--- src/sv/fclp_pkg.sv ---
package fclp_pkg;

  localparam int COMMAND_WORDS = 7;
  localparam int REPLY_BYTES   = 16;
  localparam int QDEPTH        = 4;
  localparam int QPTR_W        = $clog2(QDEPTH);

  localparam logic [7:0]  SYNC_BYTE   = 8'hFF;
  localparam logic [7:0]  START_BYTE  = 8'h7F;
  localparam logic [15:0] SCALE_RESET = 16'd10000;
  localparam logic [2:0]  LAST_WORD   = 3'(COMMAND_WORDS - 1);

  typedef enum logic [1:0] {
    KIND_REPLY = 2'd0,
    KIND_WORD  = 2'd1,
    KIND_ERR   = 2'd2
  } kind_t;

  // one queued operation: a line error, a command word or a telemetry reply
  typedef struct packed {
    kind_t             kind;
    logic [2:0]        word_index;
    logic [15:0]       word_value;
    logic              frame_done;
    logic [3:0][31:0]  tele;
  } fclp_op_t;

  typedef enum logic {
    BK_IDLE,
    BK_REPLY
  } back_state_t;

endpackage

--- src/sv/fclp_queue.sv ---
module fclp_queue
  import fclp_pkg::*;
(
  input  logic       clk,
  input  logic       rst_n,
  input  logic       push,
  input  fclp_op_t   push_op,
  output logic       full,
  input  logic       pop,
  output logic       head_valid,
  output fclp_op_t   head_op
);

  fclp_op_t                entry_r [QDEPTH];
  logic [QPTR_W-1:0]       wr_ptr_r;
  logic [QPTR_W-1:0]       rd_ptr_r;
  logic [QPTR_W:0]         count_r;
  logic                    do_push;
  logic                    do_pop;

  assign full       = (count_r == (QPTR_W+1)'(QDEPTH));
  assign head_valid = (count_r != '0);
  assign head_op    = entry_r[rd_ptr_r];
  assign do_push    = push && !full;
  assign do_pop     = pop && head_valid;

  always_ff @(posedge clk) begin
    if (!rst_n) begin
      wr_ptr_r <= '0;
      rd_ptr_r <= '0;
      count_r  <= '0;
    end else begin
      if (do_push) begin
        wr_ptr_r <= wr_ptr_r + 1'b1;
      end
      if (do_pop) begin
        rd_ptr_r <= rd_ptr_r + 1'b1;
      end
      if (do_push && !do_pop) begin
        count_r <= count_r + 1'b1;
      end else if (do_pop && !do_push) begin
        count_r <= count_r - 1'b1;
      end
    end
  end

  always_ff @(posedge clk) begin
    if (do_push) begin
      entry_r[wr_ptr_r] <= push_op;
    end
  end

endmodule

--- src/sv/fclp_front.sv ---
module fclp_front
  import fclp_pkg::*;
(
  input  logic               clk,
  input  logic               rst_n,
  input  logic               in_valid,
  output logic               in_ready,
  input  logic [7:0]         in_rx_byte,
  input  logic               in_rx_error,
  input  logic signed [31:0] in_telemetry_a,
  input  logic signed [31:0] in_telemetry_b,
  input  logic signed [31:0] in_telemetry_c,
  input  logic signed [31:0] in_telemetry_d,
  input  logic               q_full,
  output logic               q_push,
  output fclp_op_t           q_op
);

  logic       in_frame_r, in_frame_nxt;
  logic       need_sync_r, need_sync_nxt;
  logic [3:0] byte_pos_r, byte_pos_nxt;
  logic [7:0] low_hold_r, low_hold_nxt;
  logic       accept;
  logic [2:0] widx;

  assign in_ready = !q_full;
  assign accept   = in_valid && !q_full;
  assign widx     = byte_pos_r[3:1];

  always_comb begin
    in_frame_nxt  = in_frame_r;
    need_sync_nxt = need_sync_r;
    byte_pos_nxt  = byte_pos_r;
    low_hold_nxt  = low_hold_r;
    q_push        = 1'b0;
    q_op.kind       = KIND_ERR;
    q_op.word_index = '0;
    q_op.word_value = '0;
    q_op.frame_done = 1'b0;
    q_op.tele       = {in_telemetry_d, in_telemetry_c, in_telemetry_b, in_telemetry_a};
    if (accept) begin
      if (in_rx_error) begin
        q_push = 1'b1;
      end else if (!in_frame_r) begin
        if (need_sync_r) begin
          if (in_rx_byte == SYNC_BYTE) begin
            need_sync_nxt = 1'b0;
          end
        end else begin
          need_sync_nxt = 1'b1;
          if (in_rx_byte == START_BYTE) begin
            in_frame_nxt = 1'b1;
            byte_pos_nxt = '0;
            q_push       = 1'b1;
            q_op.kind    = KIND_REPLY;
          end
        end
      end else if (!byte_pos_r[0]) begin
        low_hold_nxt = in_rx_byte;
        byte_pos_nxt = byte_pos_r + 1'b1;
      end else begin
        q_push          = 1'b1;
        q_op.kind       = KIND_WORD;
        q_op.word_index = widx;
        q_op.word_value = {in_rx_byte, low_hold_r};
        q_op.frame_done = (widx >= LAST_WORD);
        if (widx >= LAST_WORD) begin
          in_frame_nxt = 1'b0;
          byte_pos_nxt = '0;
        end else begin
          byte_pos_nxt = byte_pos_r + 1'b1;
        end
      end
    end
  end

  always_ff @(posedge clk) begin
    if (!rst_n) begin
      in_frame_r  <= 1'b0;
      need_sync_r <= 1'b0;
      byte_pos_r  <= '0;
      low_hold_r  <= '0;
    end else begin
      in_frame_r  <= in_frame_nxt;
      need_sync_r <= need_sync_nxt;
      byte_pos_r  <= byte_pos_nxt;
      low_hold_r  <= low_hold_nxt;
    end
  end

endmodule

--- src/sv/fclp_back.sv ---
module fclp_back
  import fclp_pkg::*;
(
  input  logic               clk,
  input  logic               rst_n,
  input  logic [15:0]        scale,
  input  logic               q_valid,
  input  fclp_op_t           q_op,
  output logic               q_pop,
  output logic               out_valid,
  input  logic               out_ready,
  output logic [1:0]         out_kind,
  output logic [7:0]         out_tx_byte,
  output logic [2:0]         out_word_index,
  output logic signed [15:0] out_word_value,
  output logic               out_frame_done,
  output logic               out_last
);

  localparam int         SEQ_W    = $clog2(REPLY_BYTES + 3);
  localparam logic [SEQ_W-1:0] EMIT_LAT = SEQ_W'(2);
  localparam logic [SEQ_W-1:0] SEQ_LAST = SEQ_W'(2 + REPLY_BYTES - 1);
  localparam logic [SEQ_W-1:0] MUL_LAST = SEQ_W'(3);
  localparam logic [SEQ_W-1:0] SAT_LAST = SEQ_W'(4);

  back_state_t          state_r, state_nxt;
  logic [SEQ_W-1:0]     seq_r, seq_nxt;
  logic [3:0][31:0]     tele_r;
  logic [3:0][31:0]     scaled_r;
  logic [47:0]          prod_r;
  logic                 neg_r;

  logic                 out_valid_r, out_valid_nxt;
  kind_t                out_kind_r, out_kind_nxt;
  logic [7:0]           out_tx_byte_r, out_tx_byte_nxt;
  logic [2:0]           out_word_index_r, out_word_index_nxt;
  logic [15:0]          out_word_value_r, out_word_value_nxt;
  logic                 out_frame_done_r, out_frame_done_nxt;
  logic                 out_last_r, out_last_nxt;

  logic                 out_room;
  logic                 advance;
  logic                 tele_ld;
  logic                 load;
  logic [31:0]          mul_src;
  logic                 mul_neg;
  logic [31:0]          mul_mag;
  logic [31:0]          quot;
  logic [31:0]          quot_neg;
  logic [31:0]          sat_val;
  logic [3:0]           bidx;

  assign out_room = !out_valid_r || out_ready;
  assign bidx     = 4'(seq_r - EMIT_LAT);

  // magnitude times scale
  assign mul_src = tele_r[seq_r[1:0]];
  assign mul_neg = mul_src[31];
  assign mul_mag = mul_neg ? (32'd0 - mul_src) : mul_src;

  // drop 16 fraction bits, saturate to signed 32
  assign quot     = prod_r[47:16];
  assign quot_neg = (quot > 32'h8000_0000) ? 32'h8000_0000 : quot;
  assign sat_val  = neg_r ? (32'd0 - quot_neg) : (quot[31] ? 32'h7FFF_FFFF : quot);

  always_comb begin
    state_nxt          = state_r;
    seq_nxt            = seq_r;
    q_pop              = 1'b0;
    tele_ld            = 1'b0;
    advance            = 1'b0;
    load               = 1'b0;
    out_kind_nxt       = out_kind_r;
    out_tx_byte_nxt    = out_tx_byte_r;
    out_word_index_nxt = out_word_index_r;
    out_word_value_nxt = out_word_value_r;
    out_frame_done_nxt = out_frame_done_r;
    out_last_nxt       = out_last_r;
    case (state_r)
      BK_IDLE: begin
        if (q_valid) begin
          if (q_op.kind == KIND_REPLY) begin
            q_pop     = 1'b1;
            tele_ld   = 1'b1;
            seq_nxt   = '0;
            state_nxt = BK_REPLY;
          end else if (out_room) begin
            q_pop              = 1'b1;
            load               = 1'b1;
            out_kind_nxt       = q_op.kind;
            out_tx_byte_nxt    = '0;
            out_word_index_nxt = q_op.word_index;
            out_word_value_nxt = q_op.word_value;
            out_frame_done_nxt = q_op.frame_done;
            out_last_nxt       = 1'b1;
          end
        end
      end
      BK_REPLY: begin
        advance = (seq_r < EMIT_LAT) || out_room;
        if (advance) begin
          seq_nxt = seq_r + 1'b1;
          if (seq_r >= EMIT_LAT) begin
            load               = 1'b1;
            out_kind_nxt       = KIND_REPLY;
            out_tx_byte_nxt    = 8'(scaled_r[bidx[3:2]] >> {bidx[1:0], 3'b000});
            out_word_index_nxt = '0;
            out_word_value_nxt = '0;
            out_frame_done_nxt = 1'b0;
            out_last_nxt       = (seq_r == SEQ_LAST);
          end
          if (seq_r == SEQ_LAST) begin
            state_nxt = BK_IDLE;
          end
        end
      end
      default: begin
        state_nxt = BK_IDLE;
      end
    endcase
    out_valid_nxt = load || (out_valid_r && !out_ready);
  end

  always_ff @(posedge clk) begin
    if (!rst_n) begin
      state_r     <= BK_IDLE;
      seq_r       <= '0;
      out_valid_r <= 1'b0;
    end else begin
      state_r     <= state_nxt;
      seq_r       <= seq_nxt;
      out_valid_r <= out_valid_nxt;
    end
  end

  always_ff @(posedge clk) begin
    if (tele_ld) begin
      tele_r <= q_op.tele;
    end
    if (advance && seq_r <= MUL_LAST) begin
      prod_r <= 48'(mul_mag) * 48'(scale);
      neg_r  <= mul_neg;
    end
    if (advance && seq_r >= SEQ_W'(1) && seq_r <= SAT_LAST) begin
      scaled_r[2'(seq_r - SEQ_W'(1))] <= sat_val;
    end
    out_kind_r       <= out_kind_nxt;
    out_tx_byte_r    <= out_tx_byte_nxt;
    out_word_index_r <= out_word_index_nxt;
    out_word_value_r <= out_word_value_nxt;
    out_frame_done_r <= out_frame_done_nxt;
    out_last_r       <= out_last_nxt;
  end

  assign out_valid      = out_valid_r;
  assign out_kind       = out_kind_r;
  assign out_tx_byte    = out_tx_byte_r;
  assign out_word_index = out_word_index_r;
  assign out_word_value = out_word_value_r;
  assign out_frame_done = out_frame_done_r;
  assign out_last       = out_last_r;

endmodule

--- src/sv/framed_command_link_parser_core.sv ---
// Framed command link parser. Each word is one received serial byte with its
// error flag plus four Q16.16 telemetry values sampled with it. The front end
// runs the sync/frame state and takes one word per cycle while its 4-entry op
// queue has room; bytes that produce nothing never enter the queue. Line
// errors and command words leave as one result each, one per cycle while
// out_ready is high. A start byte leaves 16 reply bytes (telemetry a..d, LSB
// first, each scaled by cfg_data and saturated): the back end pops the op,
// runs each value through the 32x16 multiplier and the saturation register,
// then sends one byte per cycle while out_ready is high. Output is registered;
// input is taken during replies until the queue fills. Scale resets to 10000;
// the user is to write it with cfg_we while the block is idle (unchecked).
module framed_command_link_parser_core
  import fclp_pkg::*;
(
  input  logic               clk,
  input  logic               rst_n,
  input  logic               cfg_we,
  input  logic [15:0]        cfg_data,
  input  logic               in_valid,
  output logic               in_ready,
  input  logic [7:0]         in_rx_byte,
  input  logic               in_rx_error,
  input  logic signed [31:0] in_telemetry_a,
  input  logic signed [31:0] in_telemetry_b,
  input  logic signed [31:0] in_telemetry_c,
  input  logic signed [31:0] in_telemetry_d,
  output logic               out_valid,
  input  logic               out_ready,
  output logic [1:0]         out_kind,
  output logic [7:0]         out_tx_byte,
  output logic [2:0]         out_word_index,
  output logic signed [15:0] out_word_value,
  output logic               out_frame_done,
  output logic               out_last
);

  logic [15:0] scale_r;
  logic        q_full;
  logic        q_push;
  fclp_op_t    push_op;
  fclp_op_t    head_op;
  logic        q_head_valid;
  logic        q_pop;

  always_ff @(posedge clk) begin
    if (!rst_n) begin
      scale_r <= SCALE_RESET;
    end else if (cfg_we) begin
      scale_r <= cfg_data;
    end
  end

  fclp_front u_front (
    .clk            (clk),
    .rst_n          (rst_n),
    .in_valid       (in_valid),
    .in_ready       (in_ready),
    .in_rx_byte     (in_rx_byte),
    .in_rx_error    (in_rx_error),
    .in_telemetry_a (in_telemetry_a),
    .in_telemetry_b (in_telemetry_b),
    .in_telemetry_c (in_telemetry_c),
    .in_telemetry_d (in_telemetry_d),
    .q_full         (q_full),
    .q_push         (q_push),
    .q_op           (push_op)
  );

  fclp_queue u_queue (
    .clk        (clk),
    .rst_n      (rst_n),
    .push       (q_push),
    .push_op    (push_op),
    .full       (q_full),
    .pop        (q_pop),
    .head_valid (q_head_valid),
    .head_op    (head_op)
  );

  fclp_back u_back (
    .clk            (clk),
    .rst_n          (rst_n),
    .scale          (scale_r),
    .q_valid        (q_head_valid),
    .q_op           (head_op),
    .q_pop          (q_pop),
    .out_valid      (out_valid),
    .out_ready      (out_ready),
    .out_kind       (out_kind),
    .out_tx_byte    (out_tx_byte),
    .out_word_index (out_word_index),
    .out_word_value (out_word_value),
    .out_frame_done (out_frame_done),
    .out_last       (out_last)
  );

endmodule

--- config.mk ---
export PLATFORM = sky130hd
export DESIGN_NAME = framed_command_link_parser_core
export DESIGN_NICKNAME = d
export VERILOG_FILES = /design/src/sv/fclp_pkg.sv /design/src/sv/fclp_queue.sv /design/src/sv/fclp_front.sv /design/src/sv/fclp_back.sv /design/src/sv/framed_command_link_parser_core.sv
export SDC_FILE = /design/constraint.sdc
export NUM_CORES = 2
export LEC_CHECK = 0
export ABC_AREA = 1
export BUFFER_PORTS_ARGS = -buffer_cell sky130_fd_sc_hd__buf_2
export CORE_ASPECT_RATIO = 0.8
export CORE_MARGIN = 2
export CORE_UTILIZATION = 60
export DETAILED_ROUTE_END_ITERATION = 10
export PLACE_DENSITY = 0.81
export SYNTH_ARGS = -nofsm -noshare
export SYNTH_HDL_FRONTEND = slang
export SYNTH_SLANG_ARGS = --single-unit
--- constraint.sdc ---
create_clock -name clk -period 30.1 [get_ports clk]
set_clock_uncertainty 0.2 [all_clocks]
set_input_delay 6.02 -clock clk [delete_from_list [all_inputs] [get_ports clk]]
set_output_delay 6.02 -clock clk [all_outputs]
set_load 0.01 [all_outputs]
==> run metrics <==
Setup WS post-layout=20410 ps; RR Startpoint=u_back.seq_r[0]$_SDFFE_PN0P_; WL/cell=approximately 23 um; post_cts resized=0; Data required, critical path=30330 ps; Root Buffer=clkbuf_16; largest net degree at the start of global routing=roughly 200; min-delay src=u_front.low_hold_r[5]$_SDFFE_PN0P_; DP Wirelength=104 mm; max-cap violations=0; Max stage delay on crit path=840 ps; IO buf count=190; floorplan row count=99; CP Max Fanout=69; fin crit share=32.2%; Tmin final=9690 ps; via/cell ratio=6.11; Hold WC Path Type=register to register; Ports=191; Post-synth EDFFs=920; Arr. time, crit path=9930 ps; post-synthesis simple-gate area fraction=14.3%; Slew HR=19.3%; drt first pass iters=6; Initial Utilization=around three fifths; Yosys reg bits=966; crit path kind=register to register; global-route wire length before repair=231 mm; Filler cells=6566; Placement Setup Slack=20650 ps; synth-to-layout area growth=8.62%; clock sinks=966; Post-Synth XOR/XNOR Area=0.553%; vias in the first global route=39240; CP max-delay cell=buf_4; Pins Over Slew Limit=0; Adder-Cell Fraction of Synth Area=18.1%; core area=0.0914 mm2; outcome=finished clean; RSZ-0062 raised after global routing=false; most common library cells after synthesis=edfxtp_1, nor2_1, nand2_1; CTS tree=done; Chip Height=276 um; initial antenna violation count=15; post-layout net count=about 6000; crit path to=u_back.prod_r[44]$_DFFE_PP_; average size of a mapped cell=10.6 um2; Post-CTS Hold Buffers=0; max frequency=slightly above 100 MHz; DRC=0; Worst-Skew Late Latency=670 ps; DIE AREA=0.0949 mm2; worst reg2reg path depth=36; most frequent cell after synthesis=edfxtp_1; worst hold stages=2; Fin. Hold Viols=0; gr usage total=about a third; flop2flop setup slack=20410 ps; die width=344 um; worst slew pin tran=between 1000 and 1500 ps; main combinational cell family by area after synthesis=adder cells; Startpoint Class=register; DR iter-0 viols=5641; main flop type after synthesis=edfxtp_1; Post-synth ARST share=0%; Compound-Gate Fraction of Synth Area=8.61%; post-synthesis mux area share=less than 1%; Syn Inst Count=about 5200; CTS max path bufs=3; synthesized area=about 0.055 mm2; Critical path origin=u_back.seq_r[0]$_SDFFE_PN0P_; vias=40386; Yosys top cell area share=49.8%; Setup Buffers After CTS=0; RR Endpoint=u_back.prod_r[44]$_DFFE_PP_; RePlAce Congestion=a little over 1; synth unique cells=65; final setup violation count=0; share of cells above drive strength 1=9.59%; ANT nets after route=0; final wirelength=152 mm; cts bufs inserted=88; gr ovfl total=0; setup TNS=0 ps; Synthesized Nets=just under 6000; CP endpoint kind=register; Synth area leaders=edfxtp_1, fa_1, nor2_1, nand2_1, inv_1; clock transition at the registers of the reported paths=70 ps; sequential share of the synthesized area=51.5%; H-Tree Depth=3; cell taking the most area after synthesis=edfxtp_1; YS warnings=0
cell type report:
cell class / count / area [um2] / share of cell area (%)
Antenna cell: 8 / 20.0 / 0.0332
Clock buffer: 110 / 2410 / 4.00
Timing Repair Buffer: 228 / 1300 / 2.16
Clock inverter: 53 / 529 / 0.879
Inverter: 709 / 2680 / 4.45
Sequential cell: 966 / 28600 / 47.4
Tap cell: 1212 / 1520 / 2.52
Multi-Input combinational cell: 3323 / 23200 / 38.5
kinds of logic (layout without fill, tap and decap cells):
| kind of cell | Yosys count | after routing |
|---|---|---|
| other | 0 | 8 |
| xor gates and xnor gates | 35 | 35 |
| buffers and inverters | 952 | 1100 |
| muxes | 8 | 8 |
| and+or+nand+nor | 1872 | 1872 |
| DFF | 966 | 966 |
| adders and majority gates | 552 | 552 |
| AOI/OAI and AO/OA | 856 | 856 |
per-layer routing:
| layer | GRT usage, % | share of wire, % | up-vias |
|---|---|---|---|
| li1 | - | - | 17640 |
| met1 | 45.4 | 38 | 19478 |
| met2 | 49.0 | 44 | 2870 |
| met3 | 9.41 | 14 | 382 |
| met4 | 10.3 | 3.4 | 16 |
| met5 | 0 | 0.069 | - |
flip-flops by register name (all words and copies together) (netlist names), 4 cells and up, named ones only:
| signal | count |
|---|---|
| u_front.byte_pos_r | 4 |
| u_back.seq_r | 5 |
| u_front.low_hold_r | 8 |
| u_queue.entry_r | 600 |
| u_back.out_tx_byte | 8 |
| u_back.scaled_r | 128 |
| scale_r | 16 |
| u_back.tele_r | 128 |
| u_back.out_word_value | 16 |
| u_back.prod_r | 32 |
critical path, delay by kind of cell (launching register included):
| family | cells | cell delay [ps] |
|---|---|---|
| adders and majority gates | 8 | 3820 |
| DFF | 1 | 740 |
| buffers and inverters | 7 | 1210 |
| AOI/OAI and AO/OA | 5 | 1100 |
| and+or+nand+nor | 16 | 2330 |
metrics by stage:
step / hold slack, ps / utilization [%] / cell area, um2 / instances
after floorplan: 230 / - / 55400 / 5241
after global placement: 241 / 62.6 / 57300 / 6438
after detailed placement: 247 / 62.6 / 57300 / 6438
after CTS: 261 / 65.8 / 60200 / 6601
after global routing: 293 / 65.9 / 60200 / 6607
final: 262 / 65.9 / 60200 / 6609
cells in the final DEF (no fill, tap or decap), types with 8 or more instances in the layout:
master     count
fa_1         418
o22ai_1      129
o21ai_0      424
nor2_1       755
diode_2        8
ha_1         133
a31oi_1       42
nor2_2        12
bufinv_16      8
o41ai_1        8
buf_4         33
inv_1        673
edfxtp_1     920
mux2i_1        8
nand3_1      253
a32o_1         8
nand3_2       17
nand2_2       56
a21oi_1      149
clkbuf_16     93
clkinv_2      17
nor3_1        13
nand2_1      688
inv_2         18
buf_2        190
o21ai_1       31
clkbuf_1      15
nand4_1       29
clkinv_1      27
xor2_1        24
xnor2_1       10
dfxtp_1       41
o211ai_1      17
nor2_4         9
how the worst min path moves through the flow:
stage | slack, ps | endpoint
final | 260 | u_front.low_hold_r[5]$_SDFFE_PN0P_
after global routing | 290 | u_front.low_hold_r[5]$_SDFFE_PN0P_
after CTS | 260 | u_front.low_hold_r[3]$_SDFFE_PN0P_
after detailed placement | 250 | u_front.low_hold_r[5]$_SDFFE_PN0P_
after global placement | 240 | u_front.low_hold_r[4]$_SDFFE_PN0P_
after floorplan | 230 | u_front.low_hold_r[0]$_SDFFE_PN0P_
Power is not shown: default switching activity piles up to over one toggle a cycle in this logic, so the estimate is an artifact.
